[src/rtl/core/rshd_pkg.sv]
// ----------------------------------------------------------------------------
// rshd_pkg
// Shared constants, operation and result codes, and the stored region record
// for the region stack hit dispatcher.
// ----------------------------------------------------------------------------
package rshd_pkg;

  localparam int NREG       = 16;
  localparam int IDXW       = $clog2(NREG);
  localparam int CNTW       = $clog2(NREG + 1);
  localparam int COORD_BITS = 12;
  localparam int SLOT_W     = 4;
  localparam int MOD_W      = 8;
  localparam int EV_W       = 11;
  localparam int OP_W       = 3;
  localparam int KIND_W     = 3;

  localparam logic [OP_W-1:0] OP_PUSH  = 3'd0;
  localparam logic [OP_W-1:0] OP_POP   = 3'd1;
  localparam logic [OP_W-1:0] OP_RAISE = 3'd2;
  localparam logic [OP_W-1:0] OP_LOWER = 3'd3;
  localparam logic [OP_W-1:0] OP_EVENT = 3'd4;

  localparam logic [KIND_W-1:0] KIND_DONE    = 3'd0;
  localparam logic [KIND_W-1:0] KIND_LEAVE   = 3'd1;
  localparam logic [KIND_W-1:0] KIND_ENTER   = 3'd2;
  localparam logic [KIND_W-1:0] KIND_DELIVER = 3'd3;
  localparam logic [KIND_W-1:0] KIND_DEFAULT = 3'd4;
  localparam logic [KIND_W-1:0] KIND_DISCARD = 3'd5;
  localparam logic [KIND_W-1:0] KIND_ERROR   = 3'd6;

  localparam logic [EV_W-1:0] EV_MOVE  = 11'd1;
  localparam logic [EV_W-1:0] EV_DOWN  = 11'd4;
  localparam logic [EV_W-1:0] EV_ENTER = 11'd512;
  localparam logic [EV_W-1:0] EV_LEAVE = 11'd1024;

  localparam logic [EV_W-1:0] BARE_MASK_RST = 11'd1551;

  localparam logic CFG_DEFAULT = 1'b0;
  localparam logic CFG_BARE    = 1'b1;

  typedef struct packed {
    logic [COORD_BITS-1:0] xlo;
    logic [COORD_BITS-1:0] ylo;
    logic [COORD_BITS-1:0] xhi;
    logic [COORD_BITS-1:0] yhi;
    logic [MOD_W-1:0]      min_mod;
    logic [MOD_W-1:0]      max_mod;
    logic [EV_W-1:0]       mask;
  } region_t;

  localparam int RGN_W = $bits(region_t);

endpackage

[src/rtl/core/rshd_ram.sv]
// ----------------------------------------------------------------------------
// rshd_ram
// Generic single-write, single-read memory with a registered read port.
// ----------------------------------------------------------------------------
module rshd_ram #(
  parameter int W = 8,
  parameter int D = 16
) (
  input  logic                 clk_i,
  input  logic                 we_i,
  input  logic [$clog2(D)-1:0] waddr_i,
  input  logic [W-1:0]         wdata_i,
  input  logic [$clog2(D)-1:0] raddr_i,
  output logic [W-1:0]         rdata_o
);

  logic [W-1:0] mem [D];
  logic [W-1:0] rdata_q;

  always_ff @(posedge clk_i) begin
    if (we_i) begin
      mem[waddr_i] <= wdata_i;
    end
    rdata_q <= mem[raddr_i];
  end

  assign rdata_o = rdata_q;

endmodule

[src/rtl/core/rshd_match.sv]
// ----------------------------------------------------------------------------
// rshd_match
// Hit test of one stored region against a pointer position and modifiers.
// ----------------------------------------------------------------------------
module rshd_match
  import rshd_pkg::*;
(
  input  region_t               rgn_i,
  input  logic [COORD_BITS-1:0] x_i,
  input  logic [COORD_BITS-1:0] y_i,
  input  logic [MOD_W-1:0]      mods_i,
  output logic                  hit_o
);

  logic in_x, in_y, min_ok, max_ok;

  assign in_x   = (rgn_i.xlo <= x_i) && (rgn_i.xhi >= x_i);
  assign in_y   = (rgn_i.ylo <= y_i) && (rgn_i.yhi >= y_i);
  assign min_ok = (rgn_i.min_mod & mods_i) == rgn_i.min_mod;
  assign max_ok = (rgn_i.max_mod & mods_i) == mods_i;
  assign hit_o  = in_x && in_y && min_ok && max_ok;

endmodule

[src/rtl/core/region_stack_hit_dispatcher.sv]
// ----------------------------------------------------------------------------
// region_stack_hit_dispatcher
// Priority stack of pointer regions with hit testing and event dispatch.
// ----------------------------------------------------------------------------
// One item is handled at a time; the input is stalled until the last result
// beat of the item has been taken. Region records and the stack order live in
// two memories with a registered read. Each has a single read port, so stack
// entries are handled one at a time: a pointer event with a move or down flag
// examines stack entries until one is hit; push shifts entries; pop, raise and
// lower search and shift entries. No clearing pass is needed after reset.
module region_stack_hit_dispatcher
  import rshd_pkg::*;
(
  input  logic                  clk_i,
  input  logic                  rst_ni,
  input  logic                  cfg_we_i,
  input  logic                  cfg_idx_i,
  input  logic [EV_W-1:0]       cfg_data_i,
  input  logic                  in_valid_i,
  output logic                  in_stall_o,
  input  logic [OP_W-1:0]       operation_i,
  input  logic [SLOT_W-1:0]     region_i,
  input  logic [SLOT_W-1:0]     ref_region_i,
  input  logic                  has_ref_i,
  input  logic [COORD_BITS-1:0] x_i,
  input  logic [COORD_BITS-1:0] y_i,
  input  logic [COORD_BITS-1:0] x_high_i,
  input  logic [COORD_BITS-1:0] y_high_i,
  input  logic [MOD_W-1:0]      modifiers_i,
  input  logic [MOD_W-1:0]      max_modifiers_i,
  input  logic [EV_W-1:0]       event_bits_i,
  output logic                  out_valid_o,
  input  logic                  out_stall_i,
  output logic [KIND_W-1:0]     kind_o,
  output logic [SLOT_W-1:0]     target_o,
  output logic [EV_W-1:0]       event_type_o,
  output logic [COORD_BITS-1:0] out_x_o,
  output logic [COORD_BITS-1:0] out_y_o,
  output logic [MOD_W-1:0]      out_modifiers_o,
  output logic [SLOT_W-1:0]     top_region_o,
  output logic                  stack_empty_o,
  output logic                  last_o
);

  localparam logic [4:0] S_IDLE    = 5'd0;
  localparam logic [4:0] S_DEC     = 5'd1;
  localparam logic [4:0] S_B_RD    = 5'd2;
  localparam logic [4:0] S_B_LAT   = 5'd3;
  localparam logic [4:0] S_FIND_RD = 5'd4;
  localparam logic [4:0] S_FIND_CK = 5'd5;
  localparam logic [4:0] S_REM_RD  = 5'd6;
  localparam logic [4:0] S_REM_WR  = 5'd7;
  localparam logic [4:0] S_INS_RD  = 5'd8;
  localparam logic [4:0] S_INS_WR  = 5'd9;
  localparam logic [4:0] S_INS_PUT = 5'd10;
  localparam logic [4:0] S_TOP     = 5'd11;
  localparam logic [4:0] S_TOP_LAT = 5'd12;
  localparam logic [4:0] S_SC_ORD  = 5'd13;
  localparam logic [4:0] S_SC_REG  = 5'd14;
  localparam logic [4:0] S_SC_CMP  = 5'd15;
  localparam logic [4:0] S_EV_RD   = 5'd16;
  localparam logic [4:0] S_EV_LAT  = 5'd17;
  localparam logic [4:0] S_EV_RES  = 5'd18;
  localparam logic [4:0] S_OUT_LV  = 5'd19;
  localparam logic [4:0] S_OUT_EN  = 5'd20;
  localparam logic [4:0] S_OUT_FIN = 5'd21;

  logic [4:0] state_q, state_d;

  // latched input beat
  logic [OP_W-1:0]       op_q;
  logic [SLOT_W-1:0]     r_q, ref_q;
  logic                  hasref_q;
  logic [COORD_BITS-1:0] x_q, y_q, xh_q, yh_q;
  logic [MOD_W-1:0]      mods_q, maxm_q;
  logic [EV_W-1:0]       ev_q;

  logic [CNTW-1:0] cnt_q, cnt_d;
  logic [NREG-1:0] slot_q, slot_d;
  logic            cur_vld_q, cur_vld_d;
  logic [IDXW-1:0] cur_q, cur_d;
  logic            cur_lv_q, cur_lv_d;
  logic            dflt_q;
  logic [EV_W-1:0] bare_q;
  logic [IDXW-1:0] top_q, top_d;
  logic [CNTW-1:0] idx_q, idx_d;
  logic [CNTW-1:0] pos_q, pos_d;
  logic [IDXW-1:0] fs_q, fs_d;
  logic [IDXW-1:0] b_q, b_d;
  logic            ph_q, ph_d;
  logic            hit_q, hit_d;
  logic [IDXW-1:0] h_q, h_d;
  region_t         rd_q, rd_d;
  logic            en_q, en_d;
  logic [IDXW-1:0] lv_tgt_q, lv_tgt_d;
  logic [KIND_W-1:0]     fin_kind_q, fin_kind_d;
  logic [SLOT_W-1:0]     fin_tgt_q, fin_tgt_d;
  logic [EV_W-1:0]       fin_ev_q, fin_ev_d;
  logic [COORD_BITS-1:0] fin_x_q, fin_x_d;
  logic [COORD_BITS-1:0] fin_y_q, fin_y_d;
  logic [MOD_W-1:0]      fin_mods_q, fin_mods_d;

  // memory ports
  logic            ord_we;
  logic [IDXW-1:0] ord_waddr, ord_raddr, ord_wdata, ord_rdata;
  logic            rgn_we;
  logic [IDXW-1:0] rgn_raddr;
  region_t         rgn_wdata, rgn_rdata;
  logic            rgn_hit;

  logic            in_acc;
  logic [IDXW-1:0] r_idx, ref_idx;
  logic            r_ok, ref_ok, use_r, use_ref, chg, lv_now, en_now;

  rshd_ram #(.W(IDXW), .D(NREG)) u_order_ram (
    .clk_i   (clk_i),
    .we_i    (ord_we),
    .waddr_i (ord_waddr),
    .wdata_i (ord_wdata),
    .raddr_i (ord_raddr),
    .rdata_o (ord_rdata)
  );

  rshd_ram #(.W(RGN_W), .D(NREG)) u_region_ram (
    .clk_i   (clk_i),
    .we_i    (rgn_we),
    .waddr_i (r_idx),
    .wdata_i (rgn_wdata),
    .raddr_i (rgn_raddr),
    .rdata_o (rgn_rdata)
  );

  rshd_match u_match (
    .rgn_i  (rgn_rdata),
    .x_i    (x_q),
    .y_i    (y_q),
    .mods_i (mods_q),
    .hit_o  (rgn_hit)
  );

  assign in_stall_o = (state_q != S_IDLE);
  assign in_acc     = in_valid_i && (state_q == S_IDLE);

  assign r_idx   = r_q[IDXW-1:0];
  assign ref_idx = ref_q[IDXW-1:0];
  assign r_ok    = CNTW'(r_q) < CNTW'(NREG);
  assign ref_ok  = CNTW'(ref_q) < CNTW'(NREG);
  assign use_r   = r_ok && slot_q[r_idx];
  assign use_ref = ref_ok && slot_q[ref_idx];

  assign rgn_wdata = '{xlo: x_q, ylo: y_q, xhi: xh_q, yhi: yh_q,
                       min_mod: mods_q, max_mod: maxm_q, mask: ev_q};

  assign chg    = (hit_q != cur_vld_q) || (hit_q && (h_q != cur_q));
  assign lv_now = chg && cur_vld_q && cur_lv_q;
  assign en_now = chg && hit_q && (|(rd_q.mask & EV_ENTER));

  always_comb begin
    state_d    = state_q;
    cnt_d      = cnt_q;
    slot_d     = slot_q;
    cur_vld_d  = cur_vld_q;
    cur_d      = cur_q;
    cur_lv_d   = cur_lv_q;
    top_d      = top_q;
    idx_d      = idx_q;
    pos_d      = pos_q;
    fs_d       = fs_q;
    b_d        = b_q;
    ph_d       = ph_q;
    hit_d      = hit_q;
    h_d        = h_q;
    rd_d       = rd_q;
    en_d       = en_q;
    lv_tgt_d   = lv_tgt_q;
    fin_kind_d = fin_kind_q;
    fin_tgt_d  = fin_tgt_q;
    fin_ev_d   = fin_ev_q;
    fin_x_d    = fin_x_q;
    fin_y_d    = fin_y_q;
    fin_mods_d = fin_mods_q;
    ord_we     = 1'b0;
    ord_waddr  = idx_q[IDXW-1:0];
    ord_wdata  = ord_rdata;
    ord_raddr  = idx_q[IDXW-1:0];
    rgn_we     = 1'b0;
    rgn_raddr  = h_q;

    unique case (state_q)
      S_IDLE: begin
        if (in_acc) begin
          state_d = S_DEC;
        end
      end
      S_DEC: begin
        fin_kind_d = KIND_DONE;
        fin_tgt_d  = r_q;
        fin_ev_d   = '0;
        fin_x_d    = '0;
        fin_y_d    = '0;
        fin_mods_d = '0;
        fs_d       = r_idx;
        ph_d       = 1'b0;
        idx_d      = '0;
        unique case (op_q)
          OP_PUSH: begin
            if (!r_ok || slot_q[r_idx] || (cnt_q >= CNTW'(NREG))) begin
              fin_kind_d = KIND_ERROR;
              state_d    = S_OUT_FIN;
            end else begin
              rgn_we         = 1'b1;
              slot_d[r_idx]  = 1'b1;
              pos_d          = '0;
              idx_d          = cnt_q;
              state_d        = S_INS_RD;
            end
          end
          OP_POP: begin
            if (!use_r) begin
              fin_kind_d = KIND_ERROR;
              state_d    = S_OUT_FIN;
            end else begin
              state_d = S_FIND_RD;
            end
          end
          OP_RAISE, OP_LOWER: begin
            if (!use_r || (hasref_q && !use_ref)) begin
              fin_kind_d = KIND_ERROR;
              state_d    = S_OUT_FIN;
            end else if (hasref_q) begin
              b_d     = ref_idx;
              state_d = (ref_idx == r_idx) ? S_OUT_FIN : S_FIND_RD;
            end else begin
              state_d = S_B_RD;
            end
          end
          OP_EVENT: begin
            if (|(ev_q & (EV_MOVE | EV_DOWN))) begin
              hit_d   = 1'b0;
              state_d = S_SC_ORD;
            end else begin
              hit_d   = cur_vld_q;
              h_d     = cur_q;
              state_d = cur_vld_q ? S_EV_RD : S_EV_RES;
            end
          end
          default: begin
            fin_kind_d = KIND_ERROR;
            state_d    = S_OUT_FIN;
          end
        endcase
      end
      S_B_RD: begin
        ord_raddr = (op_q == OP_RAISE) ? '0 : IDXW'(cnt_q - 1'b1);
        state_d   = S_B_LAT;
      end
      S_B_LAT: begin
        b_d     = ord_rdata;
        state_d = (ord_rdata == r_idx) ? S_OUT_FIN : S_FIND_RD;
      end
      S_FIND_RD: begin
        state_d = S_FIND_CK;
      end
      S_FIND_CK: begin
        if (ord_rdata == fs_q) begin
          if (!ph_q) begin
            state_d = S_REM_RD;
          end else begin
            pos_d   = idx_q + CNTW'(op_q == OP_LOWER);
            idx_d   = cnt_q;
            state_d = S_INS_RD;
          end
        end else begin
          idx_d   = idx_q + 1'b1;
          state_d = S_FIND_RD;
        end
      end
      S_REM_RD: begin
        ord_raddr = IDXW'(idx_q + 1'b1);
        if ((idx_q + 1'b1) < cnt_q) begin
          state_d = S_REM_WR;
        end else begin
          cnt_d = cnt_q - 1'b1;
          if (op_q == OP_POP) begin
            slot_d[r_idx] = 1'b0;
            if (cur_vld_q && (cur_q == r_idx)) begin
              cur_vld_d = 1'b0;
              cur_d     = '0;
            end
            state_d = S_TOP;
          end else begin
            fs_d    = b_q;
            ph_d    = 1'b1;
            idx_d   = '0;
            state_d = S_FIND_RD;
          end
        end
      end
      S_REM_WR: begin
        ord_we  = 1'b1;
        idx_d   = idx_q + 1'b1;
        state_d = S_REM_RD;
      end
      S_INS_RD: begin
        ord_raddr = IDXW'(idx_q - 1'b1);
        state_d   = (idx_q > pos_q) ? S_INS_WR : S_INS_PUT;
      end
      S_INS_WR: begin
        ord_we  = 1'b1;
        idx_d   = idx_q - 1'b1;
        state_d = S_INS_RD;
      end
      S_INS_PUT: begin
        ord_we    = 1'b1;
        ord_waddr = pos_q[IDXW-1:0];
        ord_wdata = r_idx;
        cnt_d     = cnt_q + 1'b1;
        state_d   = S_TOP;
      end
      S_TOP: begin
        ord_raddr = '0;
        state_d   = (cnt_q == '0) ? S_OUT_FIN : S_TOP_LAT;
      end
      S_TOP_LAT: begin
        top_d   = ord_rdata;
        state_d = S_OUT_FIN;
      end
      S_SC_ORD: begin
        state_d = (idx_q < cnt_q) ? S_SC_REG : S_EV_RES;
      end
      S_SC_REG: begin
        rgn_raddr = ord_rdata;
        h_d       = ord_rdata;
        state_d   = S_SC_CMP;
      end
      S_SC_CMP: begin
        if (rgn_hit) begin
          hit_d   = 1'b1;
          rd_d    = rgn_rdata;
          state_d = S_EV_RES;
        end else begin
          idx_d   = idx_q + 1'b1;
          state_d = S_SC_ORD;
        end
      end
      S_EV_RD: begin
        state_d = S_EV_LAT;
      end
      S_EV_LAT: begin
        rd_d    = rgn_rdata;
        state_d = S_EV_RES;
      end
      S_EV_RES: begin
        en_d       = en_now;
        lv_tgt_d   = cur_q;
        cur_vld_d  = hit_q;
        cur_d      = hit_q ? h_q : '0;
        cur_lv_d   = hit_q && (|(rd_q.mask & EV_LEAVE));
        fin_ev_d   = ev_q;
        fin_mods_d = mods_q;
        fin_x_d    = x_q;
        fin_y_d    = y_q;
        if (hit_q) begin
          fin_tgt_d = SLOT_W'(h_q);
          if ((ev_q & bare_q & rd_q.mask) == '0) begin
            fin_kind_d = KIND_DISCARD;
          end else begin
            fin_kind_d = KIND_DELIVER;
            fin_x_d    = x_q - rd_q.xlo;
            fin_y_d    = y_q - rd_q.ylo;
          end
        end else begin
          fin_tgt_d  = '0;
          fin_kind_d = dflt_q ? KIND_DEFAULT : KIND_DISCARD;
        end
        state_d = lv_now ? S_OUT_LV : (en_now ? S_OUT_EN : S_OUT_FIN);
      end
      S_OUT_LV: begin
        if (!out_stall_i) begin
          state_d = en_q ? S_OUT_EN : S_OUT_FIN;
        end
      end
      S_OUT_EN: begin
        if (!out_stall_i) begin
          state_d = S_OUT_FIN;
        end
      end
      S_OUT_FIN: begin
        if (!out_stall_i) begin
          state_d = S_IDLE;
        end
      end
      default: begin
        state_d = S_IDLE;
      end
    endcase
  end

  always_ff @(posedge clk_i or negedge rst_ni) begin
    if (!rst_ni) begin
      state_q   <= S_IDLE;
      cnt_q     <= '0;
      slot_q    <= '0;
      cur_vld_q <= 1'b0;
      cur_q     <= '0;
      cur_lv_q  <= 1'b0;
      dflt_q    <= 1'b0;
      bare_q    <= BARE_MASK_RST;
      top_q     <= '0;
    end else begin
      state_q   <= state_d;
      cnt_q     <= cnt_d;
      slot_q    <= slot_d;
      cur_vld_q <= cur_vld_d;
      cur_q     <= cur_d;
      cur_lv_q  <= cur_lv_d;
      top_q     <= top_d;
      if (cfg_we_i) begin
        case (cfg_idx_i)
          CFG_DEFAULT: dflt_q <= cfg_data_i[0];
          CFG_BARE:    bare_q <= cfg_data_i;
          default:     ;
        endcase
      end
    end
  end

  always_ff @(posedge clk_i) begin
    if (in_acc) begin
      op_q     <= operation_i;
      r_q      <= region_i;
      ref_q    <= ref_region_i;
      hasref_q <= has_ref_i;
      x_q      <= x_i;
      y_q      <= y_i;
      xh_q     <= x_high_i;
      yh_q     <= y_high_i;
      mods_q   <= modifiers_i;
      maxm_q   <= max_modifiers_i;
      ev_q     <= event_bits_i;
    end
  end

  always_ff @(posedge clk_i) begin
    idx_q      <= idx_d;
    pos_q      <= pos_d;
    fs_q       <= fs_d;
    b_q        <= b_d;
    ph_q       <= ph_d;
    hit_q      <= hit_d;
    h_q        <= h_d;
    rd_q       <= rd_d;
    en_q       <= en_d;
    lv_tgt_q   <= lv_tgt_d;
    fin_kind_q <= fin_kind_d;
    fin_tgt_q  <= fin_tgt_d;
    fin_ev_q   <= fin_ev_d;
    fin_x_q    <= fin_x_d;
    fin_y_q    <= fin_y_d;
    fin_mods_q <= fin_mods_d;
  end

  // result beat mux: leave notice, enter notice, then the final beat
  always_comb begin
    out_valid_o     = 1'b0;
    kind_o          = fin_kind_q;
    target_o        = fin_tgt_q;
    event_type_o    = fin_ev_q;
    out_x_o         = fin_x_q;
    out_y_o         = fin_y_q;
    out_modifiers_o = fin_mods_q;
    last_o          = 1'b0;
    unique case (state_q)
      S_OUT_LV: begin
        out_valid_o     = 1'b1;
        kind_o          = KIND_LEAVE;
        target_o        = SLOT_W'(lv_tgt_q);
        event_type_o    = EV_LEAVE;
        out_x_o         = x_q;
        out_y_o         = y_q;
        out_modifiers_o = mods_q;
      end
      S_OUT_EN: begin
        out_valid_o     = 1'b1;
        kind_o          = KIND_ENTER;
        target_o        = SLOT_W'(h_q);
        event_type_o    = EV_ENTER;
        out_x_o         = x_q;
        out_y_o         = y_q;
        out_modifiers_o = mods_q;
      end
      S_OUT_FIN: begin
        out_valid_o = 1'b1;
        last_o      = 1'b1;
      end
      default: ;
    endcase
  end

  assign stack_empty_o = (cnt_q == '0);
  assign top_region_o  = (cnt_q == '0) ? '0 : SLOT_W'(top_q);

`ifndef SYNTH
  a_cnt_range: assert property (@(posedge clk_i) disable iff (!rst_ni)
    cnt_q <= CNTW'(NREG))
    else $error("stack count beyond capacity");

  a_slots_match_count: assert property (@(posedge clk_i) disable iff (!rst_ni)
    (state_q == S_IDLE) |-> ($countones(slot_q) == int'(cnt_q)))
    else $error("slots in use disagree with stack count");

  a_idle_after_last: assert property (@(posedge clk_i) disable iff (!rst_ni)
    (out_valid_o && !out_stall_i && last_o) |=> (state_q == S_IDLE))
    else $error("final beat taken but block not idle");

  a_cur_in_use: assert property (@(posedge clk_i) disable iff (!rst_ni)
    (state_q == S_IDLE && cur_vld_q) |-> slot_q[cur_q])
    else $error("current region is not in use");
`endif

endmodule

[config.mk]
export PLATFORM = sky130hd
export DESIGN_NAME = region_stack_hit_dispatcher
export DESIGN_NICKNAME = d
export VERILOG_FILES = /design/src/rtl/core/rshd_pkg.sv /design/src/rtl/core/rshd_ram.sv /design/src/rtl/core/rshd_match.sv /design/src/rtl/core/region_stack_hit_dispatcher.sv
export SDC_FILE = /design/constraint.sdc
export NUM_CORES = 2
export LEC_CHECK = 0
export ABC_CLOCK_PERIOD_IN_PS = 8900
export BUFFER_PORTS_ARGS = -buffer_cell sky130_fd_sc_hd__clkbuf_2
export CAP_MARGIN = 5
export CORE_MARGIN = 8
export CORE_UTILIZATION = 30
export CTS_CLUSTER_DIAMETER = 50
export DETAILED_ROUTE_END_ITERATION = 7
export GPL_TIMING_DRIVEN = 0
export SLEW_MARGIN = 10
export SYNTH_ARGS = -nofsm -noshare
export SYNTH_HDL_FRONTEND = slang
export SYNTH_SLANG_ARGS = --single-unit
[constraint.sdc]
create_clock -name clk_i -period 8.9 [get_ports clk_i]
set_input_delay 0.445 -clock clk_i [delete_from_list [all_inputs] [get_ports clk_i]]
set_output_delay 0.445 -clock clk_i [all_outputs]
set_load 0.02 [all_outputs]
[Yosys cells after proc, flatten, opt, wreduce, memory -nomap -nowiden]
Memories as Yosys holds them, arrays and structs flattened. A register that Yosys moved wholly into a read port is not among the register bits.
Index checks and enable logic that the tools add are counted.
Word-level totals
  bits in registers: 249
  RAM bits: 1264
  bits of input ports: 104
  output and inout bits: 58
  memories: 2
Memory list
  u_region_ram.mem: words 16, width 75, rd ports 1, clocked after Yosys merged registers in 1, write ports 1, RTL line rshd_ram.sv:17  | logic [W-1:0] mem [D];
  u_order_ram.mem: words 16, width 4, rd ports 1, clocked after Yosys merged registers in 1, write ports 1, RTL line rshd_ram.sv:17
Operators by class
  $add $sub $neg: 7
  $lt $le $gt $ge: 11
  equality and inequality tests: 53
  multiplexer cells: 118
  bitwise logic cells: 8
  reduce and logical (&&, ||, !) cells: 53
Operator list (count)
  one-hot mux 75 bit (2 select lines): 1
  2-to-1 mux 5 bit: 27
  one-hot mux 5 bit (22 select lines): 1
  2-to-1 mux 4 bit: 19
  2-to-1 mux 75 bit: 1
  2-to-1 mux 12 bit: 6
  2-to-1 mux 16 bit: 4
  one-hot mux 12 bit (2 select lines): 2
  one-hot mux 4 bit (2 select lines): 6
  one-hot mux 11 bit (2 select lines): 2
  == test 5 x 4 -> 1 bit, second input constant: 8
  inequality test 2 bit, second input constant: 17
  one-hot mux 16 bit (2 select lines): 1
  == test 5 bit, second input constant: 6
  one-hot mux 5 bit (6 select lines): 1
  >= comparator 12 bit: 2
  less-or-equal comparator 12 bit: 2
  2-to-1 mux 1 bit: 24
  subtractor 12 bit: 2
  bitwise AND 11 bit: 2
  == test 5 x 3 -> 1 bit, second input constant: 4
  one-hot mux 5 bit (2 select lines): 2
  one-hot mux 5 bit (4 select lines): 1
  2-to-1 mux 3 bit: 6
  other kinds (48): 103

[Longest topological paths before layout]
  depth in word-level cells: 9
  mapped depth: 12
  depth with buffers taken out: 12

[By module]
Synthesis repeated with hierarchy kept, for this count alone.
Second synthesis, totals
  cells, all modules: 3334
  area total of the unflattened synthesis: 62686.4 µm²
Modules (own cells, without submodules)
  rshd_ram (u_region_ram): instances 1, cells an instance 1926, area each 46318.2 µm², sequential area each 37536.0 µm²
  region_stack_hit_dispatcher: instances 1, cells an instance 1124, area each 12520.8 µm², sequential area each 7244.4 µm²
  rshd_ram (u_order_ram): instances 1, cells an instance 130, area each 2666.3 µm², sequential area each 2001.9 µm²
  rshd_match: instances 1, cells an instance 154, area each 1181.1 µm², sequential area each 0.0 µm²

[Worst setup path before layout]
No wires, ideal clock.
  kind: reg2reg
  start: register r_q[2], in the netlist r_idx[2]
  end: memory u_region_ram.mem[4][0] in the netlist's numbering (enable)
  setup time: 0.600 ns
  arrival: 7.396 ns
  data required time: 8.300 ns
  path slack: 0.903 ns
  cell stages (with the launch flop): 9
  clock period less this slack: 7.997 ns
  cell sequence: edfxtp_1 > clkbuf_1 > mux4_2 > mux2i_1 > mux2i_1 > or3_1 > or3_1 > clkbuf_1 > nor3_1
On the way
  word-level cells in the longest chain between the ends: 8
Ends and longest elaborated chain
  start, declared: RTL line region_stack_hit_dispatcher.sv:72  | logic [SLOT_W-1:0] r_q, ref_q;
  start signal, assigned: RTL line region_stack_hit_dispatcher.sv:431  | r_q <= region_i;
  binary-select mux 1 bit (select 4 bit): RTL line region_stack_hit_dispatcher.sv:207  | if (!r_ok || slot_q[r_idx] || (cnt_q >= CNTW'(NREG))) begin
  2-to-1 mux 1 bit (implied by the code): RTL line region_stack_hit_dispatcher.sv:207
  logical OR 1 bit: RTL line region_stack_hit_dispatcher.sv:207
  2-to-1 mux 1 bit: RTL line region_stack_hit_dispatcher.sv:207
  2-to-1 mux 1 bit: RTL line region_stack_hit_dispatcher.sv:205  | unique case (op_q)
  2-to-1 mux 1 bit: RTL line region_stack_hit_dispatcher.sv:189  | unique case (state_q)
  2-to-1 mux 1 bit: RTL line rshd_ram.sv:21  | if (we_i) begin
  2-to-1 mux 1 bit (implied by the code): RTL line rshd_ram.sv:22  | mem[waddr_i] <= wdata_i;
  end, declared: RTL line rshd_ram.sv:17
Several ways; a longest one is shown, not always the timed one. The select of a mux whose other input is x is not followed.

[Final worst setup path]
  start: register r_q[2], in the netlist r_idx[2]
  end: memory u_region_ram.mem[4][43] in the netlist's numbering (enable)
The elaborated chain is that of the path after synthesis.

==> impl_metrics.json <==
{
  "grt_pass1_vias": 35201,
  "area.sequential_sq_um": 46800,
  "cp_data_required_time_ps": 9420,
  "grt_max_degree": 49,
  "drtAntennaViolNets": 0,
  "io_buffers": 161,
  "worstSetupEndpointType": "flip-flop",
  "fmax_mhz": 196,
  "synth.area.top_cells": "edfxtp_1 70%, mux4_2 11%, dfxtp_1 2.5%",
  "fin_tns_setup_ps": 0,
  "area_delta_synth_final_pct": 20.8,
  "globalplace.congestion": 0.877,
  "fillers": 19494,
  "routed_wl_um": 171000,
  "final.period_utilization": 0.573,
  "dpl.hpwl_um": 118000,
  "total_power_mw": 19.5,
  "synth_top_area_cell": "edfxtp_1",
  "postSynthRegisterBits": 1592,
  "fp-row-count": 168,
  "synth_top_area_share": 0.695,
  "grt.overflow.total": 0,
  "netlist_area_sq_um": 63300,
  "hold_viol_final": 0,
  "setup.worst_path.start_class": "flip-flop",
  "cts_resized": 0,
  "synth-edff-count": 1465,
  "postSynthAreaPerCell_sq_um": 18.3,
  "leakage_nw": 25.6,
  "clk_pin_slew_worst_paths_ps": 60,
  "viasPerCell": 4.92,
  "yosysSeqAreaShare": 0.739,
  "crit_fanout": 8,
  "die_y_um": 475,
  "worstPathArrival_ps": 5620,
  "start_util": 0.302,
  "setup_violations": 0,
  "r2r_slack_ps": 3800,
  "async_flop_share": 0.0302,
  "synth_cells": 3465,
  "drive_gt1_frac": 0.232,
  "synth_most_common_cell": "edfxtp_1",
  "max_cap_viol_count": 0,
  "hold_class": "in2reg",
  "core_area_sq_um": 210000,
  "maxSlewHeadroom": 0.138,
  "wl_per_cell_um": 24.6,
  "cts_tree": "yes",
  "layout.nets": 4200,
  "placed_area_sq_um": 69300,
  "layout_setup_ws_ps": 3800,
  "cp-endpoint": "u_region_ram.mem[4][43]$_DFFE_PP_",
  "antenna_found_initial": 16,
  "io_pins": 162,
  "post-route-util": 0.365,
  "post-route-min-period_ps": 5100,
  "dp_cells": 6527,
  "syn_nets": 3660,
  "finalNonFillerCells": 6973,
  "synthTopCellsByCount": "1,465 x edfxtp_1, 308 x mux4_2, 279 x nand2_1",
  "root_buffer": "clkbuf_16",
  "vias": 34328,
  "dieArea_sq_um": 226000,
  "r2r-end": "u_region_ram.mem[4][43]$_DFFE_PP_",
  "power.density_nw_per_um2": 255,
  "htreeDepth": 4,
  "tightest_slew_ps": 1290,
  "r2r-start": "r_idx[2]$_DFFE_PP_",
  "cts_setup_buffers": 0,
  "place_ws_ps": 3790,
  "dr.pass1.iters": 5,
  "synth.distinct_cells": 73,
  "rsz0062_at_grt": "false",
  "fin_hold_ws_ps": 133,
  "drc": 0,
  "clkLatencyLatePin_ps": 840,
  "grt_first_pass_wirelength_um": 247000,
  "finalMaxSlewViolations": 0,
  "peakVddDrop_mv": 0.202,
  "die_w_um": 475,
  "crit_type": "reg2reg",
  "clkSinkCount": 1592,
  "stdcell_area_sq_um": 76500,
  "status": "complete, no violations",
  "synth_ff_type": "edfxtp_1",
  "cp-startpoint": "r_idx[2]$_DFFE_PP_",
  "rr_worst_depth": 12,
  "cts_buffer_depth": 3,
  "first_iter_violations": 3309,
  "multi_input_area_sq_um": 15600,
  "cts-buffers-inserted": 180,
  "grt.total_usage": 0.149,
  "yosysWarnings": 0,
  "fin_skew_ps": 62.2
}
sequential cells by signal (all words and copies together) (netlist names), 5 cells and up, named ones only:
| register | flops |
|---|---|
| fin_y_q | 12 |
| mods_q | 8 |
| u_region_ram.mem | 1200 |
| bare_q | 11 |
| ev_q | 11 |
| y_q | 12 |
| pos_q | 5 |
| yh_q | 12 |
| cnt_q | 5 |
| idx_q | 5 |
| fin_mods_q | 8 |
| maxm_q | 8 |
| xh_q | 12 |
| rd_q | 35 |
| x_q | 12 |
| u_order_ram.mem | 64 |
| fin_x_q | 12 |
| state_q | 5 |
| fin_ev_q | 11 |
| u_region_ram.rdata_o | 75 |
worst max-delay path: stages, from the launching register on:
cell and delay [ps]:
edfxtp_1 430, clkbuf_1 380, mux4_2 560, mux2i_1 170, mux2i_1 220, or3_1 530, or3_1 410, clkbuf_1 270
nor3_2 760, buf_4 360, buf_4 250, buf_4 220, buf_4 220
kinds of logic after synthesis:
| kind of cell | count (synthesis) | share of synthesized area |
|---|---|---|
| compound gates | 427 | 0.0446 |
| xor+xnor | 48 | 0.00664 |
| fa+ha+maj | 92 | 0.0184 |
| buf+inv | 252 | 0.0168 |
| flops | 1592 | 0.739 |
| mux | 409 | 0.126 |
| simple gates | 645 | 0.0480 |
routing by layer:
metal	up-vias	part of all wire	GRT usage	routed length (um)
met2	1197	0.49	0.248	83400
met3	258	0.067	0.0295	11500
met5	-	0.000076	0	13
met1	17905	0.42	0.196	71500
li1	14966	-	-	-
met4	2	0.029	0.0475	4930
cells in the final DEF, fill, tap and decap left out, types with 29 or more instances in the layout:
cell	count
clkbuf_2	163
nand3_1	34
dfrtp_1	42
mux2i_1	72
nor2_1	89
and2_1	108
buf_4	41
nor3_1	29
buf_2	36
mux2_2	29
nand2_1	277
a21oi_1	46
mux4_2	308
clkinv_1	29
a31oi_1	82
buf_12	36
o21ai_0	94
inv_1	80
clkbuf_16	181
a211oi_1	81
ha_1	89
edfxtp_1	1465
clkbuf_1	136
dfxtp_1	79
dlygate4sd3_1	101
what timing repair did:
action / CTS / global route
hold endpoints to repair: 141 / 0
hold buffers: 101 / 0
setup endpoints to repair: 0 / 0
report_power, final:
group	switching (mW)	total (mW)	internal, mW
clock network	3.17	7.51	4.33
registers	0.426	9.22	8.80
logic	1.80	2.74	0.939
total	5.40	19.5	14.1
how the worst min path moves through the flow:
stage                                          startpoint                    endpoint  slack [ps]  depth (start not counted)
after detailed placement  u_region_ram.rdata_o[6]$_DFF_P_           rd_q[6]$_DFFE_PP_         390                          0
after global routing                          out_stall_i      state_q[2]$_DFFE_PN0P_         110                          3
final                                         out_stall_i      state_q[2]$_DFFE_PN0P_         130                          3
after CTS                                     out_stall_i      state_q[2]$_DFFE_PN0P_          50                          3
after global placement    u_region_ram.rdata_o[4]$_DFF_P_           rd_q[4]$_DFFE_PP_         390                          0
after floorplan                                    rst_ni  asynchronous set/reset pin         150                          0
layout make-up:
cell class	instances	area share
Multi-Input combinational cell	1621	0.204
Antenna cell	4	0.000131
Clock inverter	119	0.0182
Inverter	81	0.00398
Tap cell	2805	0.0459
Buffer	171	0.0100
Sequential cell	1592	0.612
Timing Repair Buffer	358	0.0439
Clock buffer	222	0.0624
Note: power is estimated with default switching activity, not from simulation.
